<file path="src/hdl/cbse_pkg.sv">
// Shared types and constants for the coordinate block stream expander.
// Holds the command format passed from the parser to the text generator.
// No dependencies.
`timescale 1ns / 1ps

package cbse_pkg;

	// Commands queued between the parser and the text generator
	typedef enum logic [2:0] {
		OP_BYTE,
		OP_BAD,
		OP_END,
		OP_OPEN,
		OP_CLOSE,
		OP_VAL_COMMA,
		OP_VAL_SPACE
	} op_t;

	typedef struct packed {
		op_t         op;
		logic [31:0] data;
		logic        last;
	} cmd_t;

	// Parser phases
	typedef enum logic [2:0] {
		PH_HDR1,
		PH_HDR2,
		PH_DISCARD,
		PH_BODY,
		PH_UTF8,
		PH_CNT_LO,
		PH_CNT_HI,
		PH_COORD
	} phase_t;

	// Text generator states
	typedef enum logic [2:0] {
		BK_IDLE,
		BK_ONE,
		BK_TAG,
		BK_CONV,
		BK_VAL
	} back_state_t;

	localparam logic [1:0] KIND_BYTE = 2'd0;
	localparam logic [1:0] KIND_END  = 2'd1;
	localparam logic [1:0] KIND_BAD  = 2'd2;

	localparam logic [7:0] HDR_B0     = 8'h42;
	localparam logic [7:0] HDR_B1     = 8'h4C;
	localparam logic [7:0] BLOCK_MARK = 8'hFE;

	// Most commands a single input byte can cause
	localparam int CMD_MAX = 5;

endpackage

</file>
<file path="src/hdl/cbse_front.sv">
// Parser of the expander: accepts input bytes, tracks header, UTF-8 and block state,
// and pushes one command per cycle toward the queue while the queue does not stall.
// Depends on cbse_pkg.
`timescale 1ns / 1ps

module cbse_front (
	input  logic           clk,
	input  logic           arst_n,
	input  logic           in_valid,
	output logic           in_stall,
	input  logic [7:0]     in_byte,
	input  logic           in_last,
	output logic           q_valid,
	input  logic           q_stall,
	output cbse_pkg::cmd_t q_data
);

	cbse_pkg::phase_t phase_q, ph_n;
	logic [7:0]       pend_q [3];
	logic [1:0]       need_q, need_n;
	logic [15:0]      left_q, left_n;
	logic [3:0]       idx_q, idx_n;
	logic [95:0]      sh_q;
	logic [7:0]       cnt_lo_q;
	cbse_pkg::cmd_t   list_q [cbse_pkg::CMD_MAX];
	cbse_pkg::cmd_t   cl [cbse_pkg::CMD_MAX];
	logic [2:0]       list_n_q, list_i_q, n;
	logic             busy_q;
	logic             accept, good, lead, push, push_last;
	logic [95:0]      full_w;
	logic [1:0]       total_w, upos;

	function automatic logic [1:0] utf8_follow(input logic [7:0] b);
		if (b >= 8'hF0) return 2'd3;
		if (b >= 8'hE0) return 2'd2;
		return 2'd1;
	endfunction

	assign accept    = in_valid && !busy_q;
	assign in_stall  = busy_q;
	assign full_w    = {in_byte, sh_q[95:8]};
	assign total_w   = utf8_follow(pend_q[0]);
	assign upos      = 2'(2'd1 + total_w - need_q);
	assign lead      = in_byte inside {[8'hC0:8'hF7]};
	assign push      = busy_q && !q_stall;
	assign push_last = (list_i_q == 3'(list_n_q - 3'd1));

	// Classify the byte and build its command list
	always_comb begin
		ph_n   = phase_q;
		need_n = need_q;
		left_n = left_q;
		idx_n  = idx_q;
		good   = 1'b1;
		n      = 3'd0;
		for (int k = 0; k < cbse_pkg::CMD_MAX; k++) cl[k] = '0;
		case (phase_q)
			cbse_pkg::PH_HDR1: begin
				if (in_byte == cbse_pkg::HDR_B0 && !in_last) begin
					ph_n = cbse_pkg::PH_HDR2;
				end else begin
					cl[n].op = cbse_pkg::OP_BAD; n = n + 3'd1;
					good = 1'b0;
					ph_n = cbse_pkg::PH_DISCARD;
				end
			end
			cbse_pkg::PH_HDR2: begin
				if (in_byte == cbse_pkg::HDR_B1) begin
					ph_n = cbse_pkg::PH_BODY;
				end else begin
					cl[n].op = cbse_pkg::OP_BAD; n = n + 3'd1;
					good = 1'b0;
					ph_n = cbse_pkg::PH_DISCARD;
				end
			end
			cbse_pkg::PH_DISCARD: begin
				good = 1'b0;
			end
			cbse_pkg::PH_UTF8: begin
				if (need_q <= 2'd1) begin
					for (int k = 0; k < 3; k++) begin
						if (k < int'(total_w)) begin
							cl[n].op   = cbse_pkg::OP_BYTE;
							cl[n].data = {24'd0, pend_q[k]};
							n = n + 3'd1;
						end
					end
					cl[n].op   = cbse_pkg::OP_BYTE;
					cl[n].data = {24'd0, in_byte};
					n = n + 3'd1;
					need_n = 2'd0;
					ph_n   = cbse_pkg::PH_BODY;
				end else begin
					need_n = 2'(need_q - 2'd1);
				end
			end
			cbse_pkg::PH_CNT_LO: begin
				ph_n = cbse_pkg::PH_CNT_HI;
			end
			cbse_pkg::PH_CNT_HI: begin
				left_n = {in_byte, cnt_lo_q};
				idx_n  = 4'd0;
				cl[n].op = cbse_pkg::OP_OPEN; n = n + 3'd1;
				if (left_n == 16'd0) begin
					cl[n].op = cbse_pkg::OP_CLOSE; n = n + 3'd1;
					ph_n = cbse_pkg::PH_BODY;
				end else begin
					ph_n = cbse_pkg::PH_COORD;
				end
			end
			cbse_pkg::PH_COORD: begin
				if (idx_q == 4'd11) begin
					cl[n].op = cbse_pkg::OP_VAL_COMMA; cl[n].data = full_w[31:0];
					n = n + 3'd1;
					cl[n].op = cbse_pkg::OP_VAL_COMMA; cl[n].data = full_w[63:32];
					n = n + 3'd1;
					cl[n].op = cbse_pkg::OP_VAL_SPACE; cl[n].data = full_w[95:64];
					n = n + 3'd1;
					idx_n  = 4'd0;
					left_n = 16'(left_q - 16'd1);
					if (left_q == 16'd1) begin
						cl[n].op = cbse_pkg::OP_CLOSE; n = n + 3'd1;
						ph_n = cbse_pkg::PH_BODY;
					end
				end else begin
					idx_n = 4'(idx_q + 4'd1);
				end
			end
			default: begin
				if (in_byte == cbse_pkg::BLOCK_MARK) begin
					ph_n = cbse_pkg::PH_CNT_LO;
				end else if (lead) begin
					need_n = utf8_follow(in_byte);
					ph_n   = cbse_pkg::PH_UTF8;
				end else begin
					cl[n].op   = cbse_pkg::OP_BYTE;
					cl[n].data = {24'd0, in_byte};
					n = n + 3'd1;
				end
			end
		endcase
		// Close out the file on its last byte
		if (in_last) begin
			if (good) begin
				if (ph_n == cbse_pkg::PH_COORD) begin
					cl[n].op = cbse_pkg::OP_CLOSE; n = n + 3'd1;
				end
				cl[n].op = cbse_pkg::OP_END; n = n + 3'd1;
			end
			ph_n   = cbse_pkg::PH_HDR1;
			need_n = 2'd0;
			left_n = 16'd0;
			idx_n  = 4'd0;
		end
	end

	// Advance parser state and the push sequence
	always_ff @(posedge clk or negedge arst_n) begin
		if (!arst_n) begin
			phase_q  <= cbse_pkg::PH_HDR1;
			need_q   <= 2'd0;
			left_q   <= 16'd0;
			idx_q    <= 4'd0;
			list_n_q <= 3'd0;
			list_i_q <= 3'd0;
			busy_q   <= 1'b0;
		end else if (accept) begin
			phase_q  <= ph_n;
			need_q   <= need_n;
			left_q   <= left_n;
			idx_q    <= idx_n;
			list_n_q <= n;
			list_i_q <= 3'd0;
			busy_q   <= (n != 3'd0);
		end else if (push) begin
			if (push_last) begin
				busy_q <= 1'b0;
			end else begin
				list_i_q <= 3'(list_i_q + 3'd1);
			end
		end
	end

	// Hold byte data for held UTF-8, coordinates and the count
	always_ff @(posedge clk) begin
		if (accept) begin
			list_q <= cl;
			if (phase_q == cbse_pkg::PH_COORD) sh_q <= full_w;
			if (phase_q == cbse_pkg::PH_CNT_LO) cnt_lo_q <= in_byte;
			if (phase_q == cbse_pkg::PH_UTF8 && need_q > 2'd1) pend_q[upos] <= in_byte;
			if (phase_q == cbse_pkg::PH_BODY && in_byte != cbse_pkg::BLOCK_MARK && lead)
				pend_q[0] <= in_byte;
		end
	end

	// Present the current command with its end-of-item mark
	assign q_valid = busy_q;
	always_comb begin
		q_data      = list_q[list_i_q];
		q_data.last = push_last;
	end

`ifndef ASSERT_OFF
	a_push_in_range: assert property (@(posedge clk) disable iff (!arst_n)
		busy_q |-> (list_i_q < list_n_q))
		else $error("push index beyond command list");
`endif

endmodule

</file>
<file path="src/hdl/cbse_fifo.sv">
// Command queue between the parser and the text generator.
// Register-based circular buffer with occupancy count. Depends on cbse_pkg.
`timescale 1ns / 1ps

module cbse_fifo #(
	parameter int DEPTH = 4
) (
	input  logic           clk,
	input  logic           arst_n,
	input  logic           wr_valid,
	output logic           wr_stall,
	input  cbse_pkg::cmd_t wr_data,
	output logic           rd_valid,
	input  logic           rd_stall,
	output cbse_pkg::cmd_t rd_data
);

	localparam int PW = $clog2(DEPTH);
	localparam int CW = $clog2(DEPTH + 1);

	cbse_pkg::cmd_t mem_q [DEPTH];
	logic [PW-1:0]  wr_ptr_q, rd_ptr_q;
	logic [CW-1:0]  count_q;
	logic           push, pop;

	assign wr_stall = (count_q == CW'(DEPTH));
	assign rd_valid = (count_q != '0);
	assign rd_data  = mem_q[rd_ptr_q];
	assign push     = wr_valid && !wr_stall;
	assign pop      = rd_valid && !rd_stall;

	// Advance pointers and occupancy
	always_ff @(posedge clk or negedge arst_n) begin
		if (!arst_n) begin
			wr_ptr_q <= '0;
			rd_ptr_q <= '0;
			count_q  <= '0;
		end else begin
			if (push) wr_ptr_q <= (wr_ptr_q == PW'(DEPTH - 1)) ? '0 : PW'(wr_ptr_q + PW'(1));
			if (pop)  rd_ptr_q <= (rd_ptr_q == PW'(DEPTH - 1)) ? '0 : PW'(rd_ptr_q + PW'(1));
			if (push && !pop) count_q <= CW'(count_q + CW'(1));
			else if (pop && !push) count_q <= CW'(count_q - CW'(1));
		end
	end

	// Store entries
	always_ff @(posedge clk) begin
		if (push) mem_q[wr_ptr_q] <= wr_data;
	end

`ifndef ASSERT_OFF
	a_count_bound: assert property (@(posedge clk) disable iff (!arst_n)
		count_q <= CW'(DEPTH))
		else $error("queue count beyond depth");
`endif
`ifndef ASSERT_OFF
	a_count_up: assert property (@(posedge clk) disable iff (!arst_n)
		(push && !pop) |=> (count_q == CW'($past(count_q) + CW'(1))))
		else $error("queue count did not follow a push");
`endif

endmodule

</file>
<file path="src/hdl/cbse_back.sv">
// Text generator of the expander: pops commands and emits one character per cycle
// when not stalled, with tags and coordinate values in decimal. Depends on cbse_pkg.
`timescale 1ns / 1ps

module cbse_back (
	input  logic           clk,
	input  logic           arst_n,
	input  logic           rd_valid,
	output logic           rd_stall,
	input  cbse_pkg::cmd_t rd_data,
	output logic           out_valid,
	input  logic           out_stall,
	output logic [7:0]     out_byte,
	output logic [1:0]     out_kind,
	output logic           run_last
);

	cbse_pkg::back_state_t state_q, state_n;
	cbse_pkg::cmd_t        cmd_q;
	logic [3:0]            tpos_q, pos_q, dsel, first_int;
	logic [2:0]            conv_cnt_q;
	logic [39:0]           bcd_q;
	logic [31:0]           mag_q;
	logic [71:0]           dd4;
	logic                  can_out, pop, emit, e_last, fin, adv, tag_end, is_neg;
	logic [7:0]            e_byte, tag_ch, val_ch, sep_ch;
	logic [1:0]            e_kind;
	logic [3:0]            dig;

	function automatic logic [7:0] word_char(input logic [3:0] j);
		case (j)
			4'd0:    return "c";
			4'd1:    return "o";
			4'd2:    return "o";
			4'd3:    return "r";
			4'd4:    return "d";
			4'd5:    return "i";
			4'd6:    return "n";
			4'd7:    return "a";
			4'd8:    return "t";
			4'd9:    return "e";
			4'd10:   return "s";
			default: return ">";
		endcase
	endfunction

	function automatic logic [71:0] dd_bit(input logic [71:0] v);
		logic [39:0] b;
		b = v[71:32];
		for (int k = 0; k < 10; k++) begin
			if (b[k*4 +: 4] >= 4'd5) b[k*4 +: 4] = 4'(b[k*4 +: 4] + 4'd3);
		end
		return {b, v[31:0]} << 1;
	endfunction

	assign can_out  = !out_valid || !out_stall;
	assign rd_stall = (state_q != cbse_pkg::BK_IDLE);
	assign is_neg   = cmd_q.data[31];
	assign dd4      = dd_bit(dd_bit(dd_bit(dd_bit({bcd_q, mag_q}))));

	// Tag characters
	always_comb begin
		if (cmd_q.op == cbse_pkg::OP_CLOSE) begin
			tag_end = (tpos_q == 4'd13);
			if (tpos_q == 4'd0) tag_ch = "<";
			else if (tpos_q == 4'd1) tag_ch = "/";
			else tag_ch = word_char(4'(tpos_q - 4'd2));
		end else begin
			tag_end = (tpos_q == 4'd12);
			if (tpos_q == 4'd0) tag_ch = "<";
			else tag_ch = word_char(4'(tpos_q - 4'd1));
		end
	end

	// Value characters: sign, four integer digits, point, six fraction digits, separator
	always_comb begin
		if (bcd_q[39:36] != 4'd0) first_int = 4'd1;
		else if (bcd_q[35:32] != 4'd0) first_int = 4'd2;
		else if (bcd_q[31:28] != 4'd0) first_int = 4'd3;
		else first_int = 4'd4;
		sep_ch = (cmd_q.op == cbse_pkg::OP_VAL_SPACE) ? " " : ",";
		dsel   = 4'd0;
		case (pos_q) inside
			[4'd1:4'd4]:  dsel = 4'(4'd10 - pos_q);
			[4'd6:4'd11]: dsel = 4'(4'd11 - pos_q);
			default:      dsel = 4'd0;
		endcase
		dig = bcd_q[{dsel, 2'b00} +: 4];
		case (pos_q) inside
			4'd0:                       val_ch = "-";
			4'd5:                       val_ch = ".";
			[4'd1:4'd4], [4'd6:4'd11]:  val_ch = 8'(8'h30 + {4'd0, dig});
			default:                    val_ch = sep_ch;
		endcase
	end

	// Output decode per state
	always_comb begin
		pop    = 1'b0;
		emit   = 1'b0;
		e_byte = 8'd0;
		e_kind = cbse_pkg::KIND_BYTE;
		e_last = 1'b0;
		fin    = 1'b0;
		adv    = 1'b0;
		case (state_q)
			cbse_pkg::BK_IDLE: begin
				pop = rd_valid;
			end
			cbse_pkg::BK_ONE: begin
				emit   = can_out;
				fin    = can_out;
				e_last = cmd_q.last;
				case (cmd_q.op)
					cbse_pkg::OP_BAD: e_kind = cbse_pkg::KIND_BAD;
					cbse_pkg::OP_END: e_kind = cbse_pkg::KIND_END;
					default:          e_byte = cmd_q.data[7:0];
				endcase
			end
			cbse_pkg::BK_TAG: begin
				emit   = can_out;
				fin    = can_out && tag_end;
				e_byte = tag_ch;
				e_last = cmd_q.last && tag_end;
			end
			cbse_pkg::BK_VAL: begin
				if (pos_q == 4'd0 && !is_neg) begin
					adv = 1'b1;
				end else begin
					emit   = can_out;
					adv    = can_out;
					e_byte = val_ch;
					e_last = cmd_q.last && (pos_q == 4'd12);
					fin    = can_out && (pos_q == 4'd12);
				end
			end
			default: begin
				pop = 1'b0;
			end
		endcase
	end

	// Next state
	always_comb begin
		state_n = state_q;
		case (state_q)
			cbse_pkg::BK_IDLE: begin
				if (pop) begin
					case (rd_data.op)
						cbse_pkg::OP_VAL_COMMA, cbse_pkg::OP_VAL_SPACE: state_n = cbse_pkg::BK_CONV;
						cbse_pkg::OP_OPEN, cbse_pkg::OP_CLOSE:          state_n = cbse_pkg::BK_TAG;
						default:                                        state_n = cbse_pkg::BK_ONE;
					endcase
				end
			end
			cbse_pkg::BK_CONV: begin
				if (conv_cnt_q == 3'd7) state_n = cbse_pkg::BK_VAL;
			end
			cbse_pkg::BK_ONE, cbse_pkg::BK_TAG, cbse_pkg::BK_VAL: begin
				if (fin) state_n = cbse_pkg::BK_IDLE;
			end
			default: state_n = cbse_pkg::BK_IDLE;
		endcase
	end

	// Control registers and output register
	always_ff @(posedge clk or negedge arst_n) begin
		if (!arst_n) begin
			state_q    <= cbse_pkg::BK_IDLE;
			conv_cnt_q <= 3'd0;
			out_valid  <= 1'b0;
		end else begin
			state_q <= state_n;
			if (pop) conv_cnt_q <= 3'd0;
			else if (state_q == cbse_pkg::BK_CONV) conv_cnt_q <= 3'(conv_cnt_q + 3'd1);
			if (can_out) out_valid <= emit;
		end
	end

	// Command data, conversion and character counters
	always_ff @(posedge clk) begin
		if (pop) begin
			cmd_q  <= rd_data;
			tpos_q <= 4'd0;
			pos_q  <= 4'd0;
			bcd_q  <= 40'd0;
			mag_q  <= rd_data.data[31] ? 32'(~rd_data.data + 32'd1) : rd_data.data;
		end else begin
			if (state_q == cbse_pkg::BK_CONV) {bcd_q, mag_q} <= dd4;
			if (state_q == cbse_pkg::BK_TAG && emit) tpos_q <= 4'(tpos_q + 4'd1);
			if (state_q == cbse_pkg::BK_VAL && adv)
				pos_q <= (pos_q == 4'd0) ? first_int : 4'(pos_q + 4'd1);
		end
		if (can_out && emit) begin
			out_byte <= e_byte;
			out_kind <= e_kind;
			run_last <= e_last;
		end
	end

`ifndef ASSERT_OFF
	a_conv_done: assert property (@(posedge clk) disable iff (!arst_n)
		(state_q == cbse_pkg::BK_VAL) |-> (conv_cnt_q == 3'd0))
		else $error("value printed before conversion finished");
`endif
`ifndef ASSERT_OFF
	a_kind_code: assert property (@(posedge clk) disable iff (!arst_n)
		out_valid |-> (out_kind != 2'd3))
		else $error("undefined result kind");
`endif

endmodule

</file>
<file path="src/hdl/coord_block_stream_expander_top.sv">
// Coordinate block stream expander, top level.
// Uses the parser, the command queue and the text generator. Depends on cbse_pkg.
//
// Input channel: in_byte with in_last on the final byte of a file; a transfer happens
// when in_valid is high and in_stall is low. Output channel: one character per transfer
// (out_byte, out_kind, run_last) under out_valid / out_stall.
// The parser takes a byte and then pushes the commands it produces (up to five)
// one per cycle while the queue does not stall; it takes no new byte until the
// last command of the previous one is pushed. The text generator drains the queue
// at one character per cycle while the output does not stall, with a pop step for
// each command; each coordinate value adds a decimal conversion (four bits per
// cycle) before its characters. Apart from while it pushes commands, the parser
// stalls its input only when the queue is full.
// Reset clears all control state; the next byte is taken as the first header byte.
// A stall on the output holds the current character and backs up into the queue
// and then the input. After the last byte of a file the block returns to its reset
// state on its own.
`timescale 1ns / 1ps

module coord_block_stream_expander_top #(
	parameter int QUEUE_DEPTH = 4
) (
	input  logic       clk,
	input  logic       arst_n,
	input  logic       in_valid,
	output logic       in_stall,
	input  logic [7:0] in_byte,
	input  logic       in_last,
	output logic       out_valid,
	input  logic       out_stall,
	output logic [7:0] out_byte,
	output logic [1:0] out_kind,
	output logic       run_last
);

	logic           f_valid, f_stall, b_valid, b_stall;
	cbse_pkg::cmd_t f_data, b_data;

	cbse_front u_front (
		.clk      (clk),
		.arst_n   (arst_n),
		.in_valid (in_valid),
		.in_stall (in_stall),
		.in_byte  (in_byte),
		.in_last  (in_last),
		.q_valid  (f_valid),
		.q_stall  (f_stall),
		.q_data   (f_data)
	);

	cbse_fifo #(
		.DEPTH (QUEUE_DEPTH)
	) u_fifo (
		.clk      (clk),
		.arst_n   (arst_n),
		.wr_valid (f_valid),
		.wr_stall (f_stall),
		.wr_data  (f_data),
		.rd_valid (b_valid),
		.rd_stall (b_stall),
		.rd_data  (b_data)
	);

	cbse_back u_back (
		.clk       (clk),
		.arst_n    (arst_n),
		.rd_valid  (b_valid),
		.rd_stall  (b_stall),
		.rd_data   (b_data),
		.out_valid (out_valid),
		.out_stall (out_stall),
		.out_byte  (out_byte),
		.out_kind  (out_kind),
		.run_last  (run_last)
	);

endmodule
</file>
<file path="config.mk">
export PLATFORM = sky130hd
export DESIGN_NAME = coord_block_stream_expander_top
export DESIGN_NICKNAME = d
export VERILOG_FILES = /design/src/hdl/cbse_pkg.sv /design/src/hdl/cbse_front.sv /design/src/hdl/cbse_fifo.sv /design/src/hdl/cbse_back.sv /design/src/hdl/coord_block_stream_expander_top.sv
export SDC_FILE = /design/constraint.sdc
export NUM_CORES = 1
export LEC_CHECK = 0
export ABC_AREA = 1
export BUFFER_PORTS_ARGS = -buffer_cell sky130_fd_sc_hd__buf_4
export CORE_MARGIN = 2
export CORE_UTILIZATION = 50
export CTS_CLUSTER_DIAMETER = 200
export DETAILED_ROUTE_END_ITERATION = 6
export GPL_TIMING_DRIVEN = 0
export PLACE_DENSITY_LB_ADDON = 0.2
export SKIP_CTS_REPAIR_TIMING = 1
export SLEW_MARGIN = 20
export SYNTH_ARGS = -nofsm -noshare
export SYNTH_HDL_FRONTEND = slang
export SYNTH_SLANG_ARGS = --single-unit
</file>
<file path="constraint.sdc">
create_clock -name clk -period 7.3 [get_ports clk]
set_input_delay 2.19 -clock clk [delete_from_list [all_inputs] [get_ports clk]]
set_output_delay 2.19 -clock clk [all_outputs]
set_load 0.01 [all_outputs]
</file>
Word-level counts from Yosys, hierarchy flattened --
Memory sizes are Yosys's and may differ from the RTL's. Cells that the tools add are included.
Operators by class: magnitude comparators 66, equal/unequal tests 43, bitwise logic cells 7, multiplexer cells 226, reduce and logical (&&, ||, !) cells 71, divide/modulo/power cells 0, add/sub/neg operators 65, multiply operators 0, shift-type cells 1
Operators by type and width (count):
- $mux W180 | 12
- $bwmux W180 | 8
- $demux W36 S3 | 8
- $mux W36 | 7
- $mux W35 | 6
- $mux W4 | 44
- $ge A4 B3 Y1 const B | 41
- $add A4 B2 Y4 const B | 36
- $mux W3 | 42
- $bmux W36 S3 | 1
- $mux W33 | 3
- $mux W32 | 3
- $mux W8 | 12
- $pmux W32 S3 | 1
- $pmux W35 S2 | 1
- $mux W69 | 1
- $pmux W32 S2 | 1
- $mux W1 | 41
- $ge A8 B8 Y1 const B | 5
- $shiftx A40 B7 Y4 | 1
- $eq A3 B3 Y1 const B | 13
- $pmux W3 S6 | 2
- $mux W2 | 17
- $add A32 B1 Y32 const B | 1
- other kinds (67) | 172
Word-level totals: ROM bits 192, bits in latches 0, bits in writable memories 168, word-level logic and storage cells 523, memories 4, register bits 457
Memories:
- u_fifo.mem_q | depth 4, width 36, rd ports 1, clocked after memory_dff 0, wr ports 1, line cbse_fifo.sv:21 | cbse_pkg::cmd_t mem_q [DEPTH];
- (name not given) | depth 16, width 6, rd ports 1, clocked after memory_dff 0, wr ports 0, line cbse_back.sv:31 | case (j)
- (name not given) | depth 16, width 6, rd ports 1, clocked after memory_dff 0, wr ports 0, line cbse_back.sv:31
- u_front.pend_q | depth 3, width 8, rd ports 3, clocked after memory_dff 0, wr ports 1, line cbse_front.sv:19 | logic [7:0] pend_q [3];

Longest topological paths before layout --
An unclocked memory read counts as a cell.
depth in word-level cells 36, gate-level depth with buffers 27, gate-level depth less buffers 27

Modules after synthesis --
From an unflattened synthesis, not the netlist that was laid out.
Unflattened totals: cell total of the unflattened synthesis 3136, area total of the unflattened synthesis 28645.0 um^2
By module, submodules not included:
- cbse_front | seq. area each 8127.8 um^2, times used 1, area each 12293.0 um^2, cells an instance 1128
- cbse_back | seq. area each 2817.7 um^2, times used 1, area each 10149.7 um^2, cells an instance 1528
- cbse_fifo | seq. area each 4499.3 um^2, times used 1, area each 6202.2 um^2, cells an instance 480

Least setup slack after synthesis --
OpenSTA, ideal clock, no wires.
path kind input-to-reg, start input port in_valid, end register u_front.phase_q[0], library setup time 149 ps, data arrival time 6628 ps, slack 523 ps, cell stages on the path 5, buffers on the path 1, cell sequence nand2_1 -> inv_1 -> clkbuf_1 -> nand2_1 -> o22ai_1
On the way: longest elaborated chain between the ends 1
Ends and longest elaborated chain:
- start: declaration | line coord_block_stream_expander_top.sv:25 | input logic in_valid,
- $logic_and A1 B1 Y1 | line cbse_front.sv:39 | assign accept = in_valid && !busy_q;
- named net u_front.accept | line cbse_front.sv:29 | logic accept, good, lead, push, push_last;
- end signal: assignment | line cbse_front.sv:160 | phase_q <= cbse_pkg::PH_HDR1;
- end signal: assignment | line cbse_front.sv:168 | phase_q <= ph_n;
- end: declaration | line cbse_front.sv:18 | cbse_pkg::phase_t phase_q, ph_n;
The timed path passes the listed nets, and every way through them passes these cells. A chain may end at the register's enable or synchronous reset.

Final worst setup path --
start input port in_byte[5], end register u_front.busy_q (netlist: u_front.in_stall)
On the way: longest elaborated chain between the ends 14, elaborated cells between the ends (all ways) 33
Ends and longest elaborated chain:
- start: declaration | line coord_block_stream_expander_top.sv:27 | input logic [7:0] in_byte,
- $ge A8 B8 Y1 / $le A8 B8 Y1 (equally long branches) | line cbse_front.sv:44 | assign lead = in_byte inside {[8'hC0:8'hF7]};
- $logic_and A1 B1 Y1 | line cbse_front.sv:44
- $mux W1 / $mux W3 (equally long branches) | line cbse_front.sv:132 | end else if (lead) begin
- $mux W3 | line cbse_front.sv:130 | if (in_byte == cbse_pkg::BLOCK_MARK) begin
- $pmux W3 S6 / $pmux W3 S7 (equally long branches) | line cbse_front.sv:57 | case (phase_q)
- $add A3 B1 Y3 / $eq A3 B3 Y1 (equally long branches) | line cbse_front.sv:146, cbse_front.sv:145
- $mux W3 | line cbse_front.sv:145 | if (ph_n == cbse_pkg::PH_COORD) begin
- $mux W3 | line cbse_front.sv:144 | if (good) begin
- $mux W3 | line cbse_front.sv:143 | if (in_last) begin
- $add A3 B1 Y3 | line cbse_front.sv:148 | cl[n].op = cbse_pkg::OP_END; n = n + 3'd1;
- $mux W3 | line cbse_front.sv:144
- $mux W3 * | line cbse_front.sv:143
- $reduce_bool A3 Y1 * | line cbse_front.sv:174 | busy_q <= (n != 3'd0);
- $mux W1 * | line cbse_front.sv:167 | end else if (accept) begin
- end signal: assignment | line cbse_front.sv:174
- end: declaration | line cbse_front.sv:28 | logic busy_q;
Mark *: on every way between the ends. The rest lies on a longest branch, timed or not. The select of a mux whose other input is x is not followed.

==> impl_metrics.json <==
{
  "status": "complete, no violations",
  "synth_edf_count": 444,
  "ff2ff_setup_slack_ps": 3120,
  "syn_avg_cell_area_um2": 9.45,
  "hold_start": "u_front.sh_q[56]$_DFFE_PP_",
  "first_pass_iters": 6,
  "finalClockSkew_ps": 32.6,
  "grt_pass1_wl_um": 110000,
  "cp.required_ps": 7800,
  "cts-root-buf": "clkbuf_16",
  "via_per_inst": 5.66,
  "grt_antenna_before_repair": 0,
  "vias": 21300,
  "peakVddDrop_uv": 220,
  "rows": 86,
  "die_y_um": 239,
  "initial_core_util_pct": 50.3,
  "synth.area.top_cells": "edfxtp_1 48%, nand2_1 9.5%, dfrtp_1 4.2%",
  "setup_viol": 0,
  "post-place-ws_ps": 2340,
  "insertion_delay_ps": 630,
  "first_global_vias": 20300,
  "max_stage_delay_ps": 300,
  "layout-drive-gt1-share_pct": 9.99,
  "syn_area_um2": 27600,
  "fin_ws_ps": 2920,
  "yosys_warnings": 0,
  "crit_chain": "buf_4 > inv_1 > nand2_1 > nor3_1 > nand4_1 > a22o_1 > nor2_1 > nand2_2 > ha_1 > inv_1 > o21ai_2 > ha_1 > xor2_1 > nand2_1 > o211ai_1 > nand4_1",
  "place_congestion": 0.904,
  "drt-total-wl_um": 70200,
  "cts_buffer_depth": 3,
  "synth_top_area_cell": "edfxtp_1",
  "wl_per_cell_um": 18.6,
  "synth_top_area_share_pct": 48.3,
  "p_seq_share_pct": 33.5,
  "timing_worst_setup_path_type": "in -> reg",
  "layout_common_cells": "697 x nand2_1, 444 x edfxtp_1, 289 x inv_1",
  "hold_ws_ps": 450,
  "grt_overflow": 0,
  "rsz0062_at_grt": "no",
  "grt_max_degree": 56,
  "io_buffers": 24,
  "post-route-min-period_ps": 4380,
  "p_int_mw": 8.31,
  "die_w_um": 239,
  "synth_ff_type": "edfxtp_1",
  "clk_pin_slew_ps": 60,
  "drv_cap": 0,
  "cts_made_buffers": 55,
  "cp.arrival_ps": 4870,
  "startpoint_type": "input port",
  "critPathMaxFanout": 8,
  "layout_commonest_cell": "nand2_1",
  "grtUsageTotal_pct": 24.6,
  "drt_iter0_drc": 2032,
  "async_flop_share_pct": 8.55,
  "power_frac_comb_pct": 46.8,
  "relSlewSlack_pct": 31.3,
  "yosysSeqAreaShare_pct": 55.9,
  "startpoint": "in_byte[5]",
  "ys_seq_elements": 538,
  "power_frac_clock_pct": 19.7,
  "crit_path_top_delay_cell": "ha_1",
  "nNetsFinal": 3116,
  "min_path_type": "reg -> reg",
  "cts_tree": "yes",
  "p_leak_nw": 12.5,
  "cts_num_sinks": 538,
  "ys_types": 71,
  "coreArea_um2": 54900,
  "synthToLayoutAreaGrowth_pct": 11.6,
  "synthCells": 2922,
  "drv_slew": 0,
  "finalHoldViolCount": 0,
  "antenna_cells": 0,
  "power_density_nw_per_um2": 472,
  "tightestPinTransition_ps": 1020,
  "dieArea_um2": 57100,
  "ctsHtreeMaxLevel": 2,
  "switching_share_pct": 42.9,
  "power.switching_mw": 6.24,
  "cp-end-kind": "flop",
  "fmax_ghz": 0.229,
  "ant_nets": 0,
  "period_share_pct": 59.9,
  "drc_errors": 0,
  "boundaryPins": 26,
  "r2r_start": "u_fifo.count_q[0]$_DFFE_PN0P_",
  "hpwlAfterDp_um": 51300
}
-- power groups by stage --
stage	logic [mW]	clock network, mW	registers [mW]
6_report	6.80	2.87	4.87
5_1_grt	7.61	3.03	4.95
4_1_cts	6.76	2.91	4.87
3_5_place_dp	6.72	0	4.93
3_3_place_gp	6.41	0	4.97
2_1_floorplan	4.86	0	4.85
-- critical path, delay by kind of cell --
kind            cells  cell delay [ps]
compound gates      3              560
xor+xnor            1              130
fa+ha+maj           2              500
buf+inv             3              490
simple gates        7              980
-- cells in the mapped netlist, types with 24 or more instances --
library cell / n
inv_1: 289
o21ai_1: 37
inv_2: 26
nand3_1: 159
nor3_1: 25
dfrtp_1: 46
a32o_1: 24
a21oi_1: 138
nor2_1: 232
o22ai_1: 24
nand2_2: 52
xor2_1: 26
o21ai_0: 197
dfxtp_1: 48
ha_1: 82
o211ai_1: 28
nand4_1: 49
nand2_1: 697
nand3_2: 28
clkbuf_1: 64
edfxtp_1: 444
-- state kept, by name, indices dropped and copies added, names as in the netlist, 8 cells and up --
register          count
u_back.bcd_q         40
u_front.sh_q         88
u_back.cmd_q         13
u_front.left_q       16
u_fifo.mem_q        144
u_front.cnt_lo_q      8
u_front.pend_q       24
u_back.out_byte       8
u_back.mag_q         32
u_front.list_q      124
-- worst paths after layout --
| path | end | cells after the start |
|---|---|---|
| worst max-delay path | u_front.in_stall$_DFFE_PN0P_ | 16 |
| worst min-delay path | u_front.sh_q[48]$_DFFE_PP_ | 0 |
| worst max register to register | u_fifo.count_q[2]$_DFFE_PN0P_ | 11 |
| worst min register to register | u_front.sh_q[48]$_DFFE_PP_ | 0 |
| max in group asynchronous | u_back.state_q[2]$_DFFE_PN0P_ | 1 |
| min in group asynchronous | u_front.left_q[1]$_DFFE_PN0P_ | 1 |
-- layout make-up --
cell class / count / area, um2
fillers: 4711 / 24100
flip-flops and latches: 538 / 15400
multi-input cells: 1982 / 10600
clock buffers: 70 / 1460
inverters: 317 / 1190
well taps: 704 / 881
plain buffers: 93 / 438
repair buffers: 33 / 390
clock inverters: 29 / 378
-- per-layer routing --
layer	wire length, um	global-route usage (%)
met5	0	0
met3	4550	2.89
met1	30200	33.4
met4	1600	6.78
met2	33900	42.0
-- metrics by stage --
stage | power (mW) | instances | instance area (um2) | setup TNS, ps | util (%)
after CTS | 14.5 | 3766 | 30800 | 0 | 56.1
final | 14.5 | 3766 | 30800 | 0 | 56.1
after global placement | 11.4 | 3658 | 28700 | -243730 | 52.3
after detailed placement | 11.7 | 3667 | 29000 | 0 | 52.8
after global routing | 15.6 | 3766 | 30800 | 0 | 56.1
after floorplan | 9.71 | 2930 | 27600 | 0 | -
-- logic make-up after synthesis --
group	after synthesis	synth area share, %
AOI/OAI and AO/OA	536	11.6
xor gates and xnor gates	49	1.69
adders and majority gates	83	3.79
buffers and inverters	410	5.86
DFF	538	55.9
muxes	3	0.113
other	1	0.0136
and+or+nand+nor	1302	21.0
Note: power is estimated with default switching activity, not from simulation.
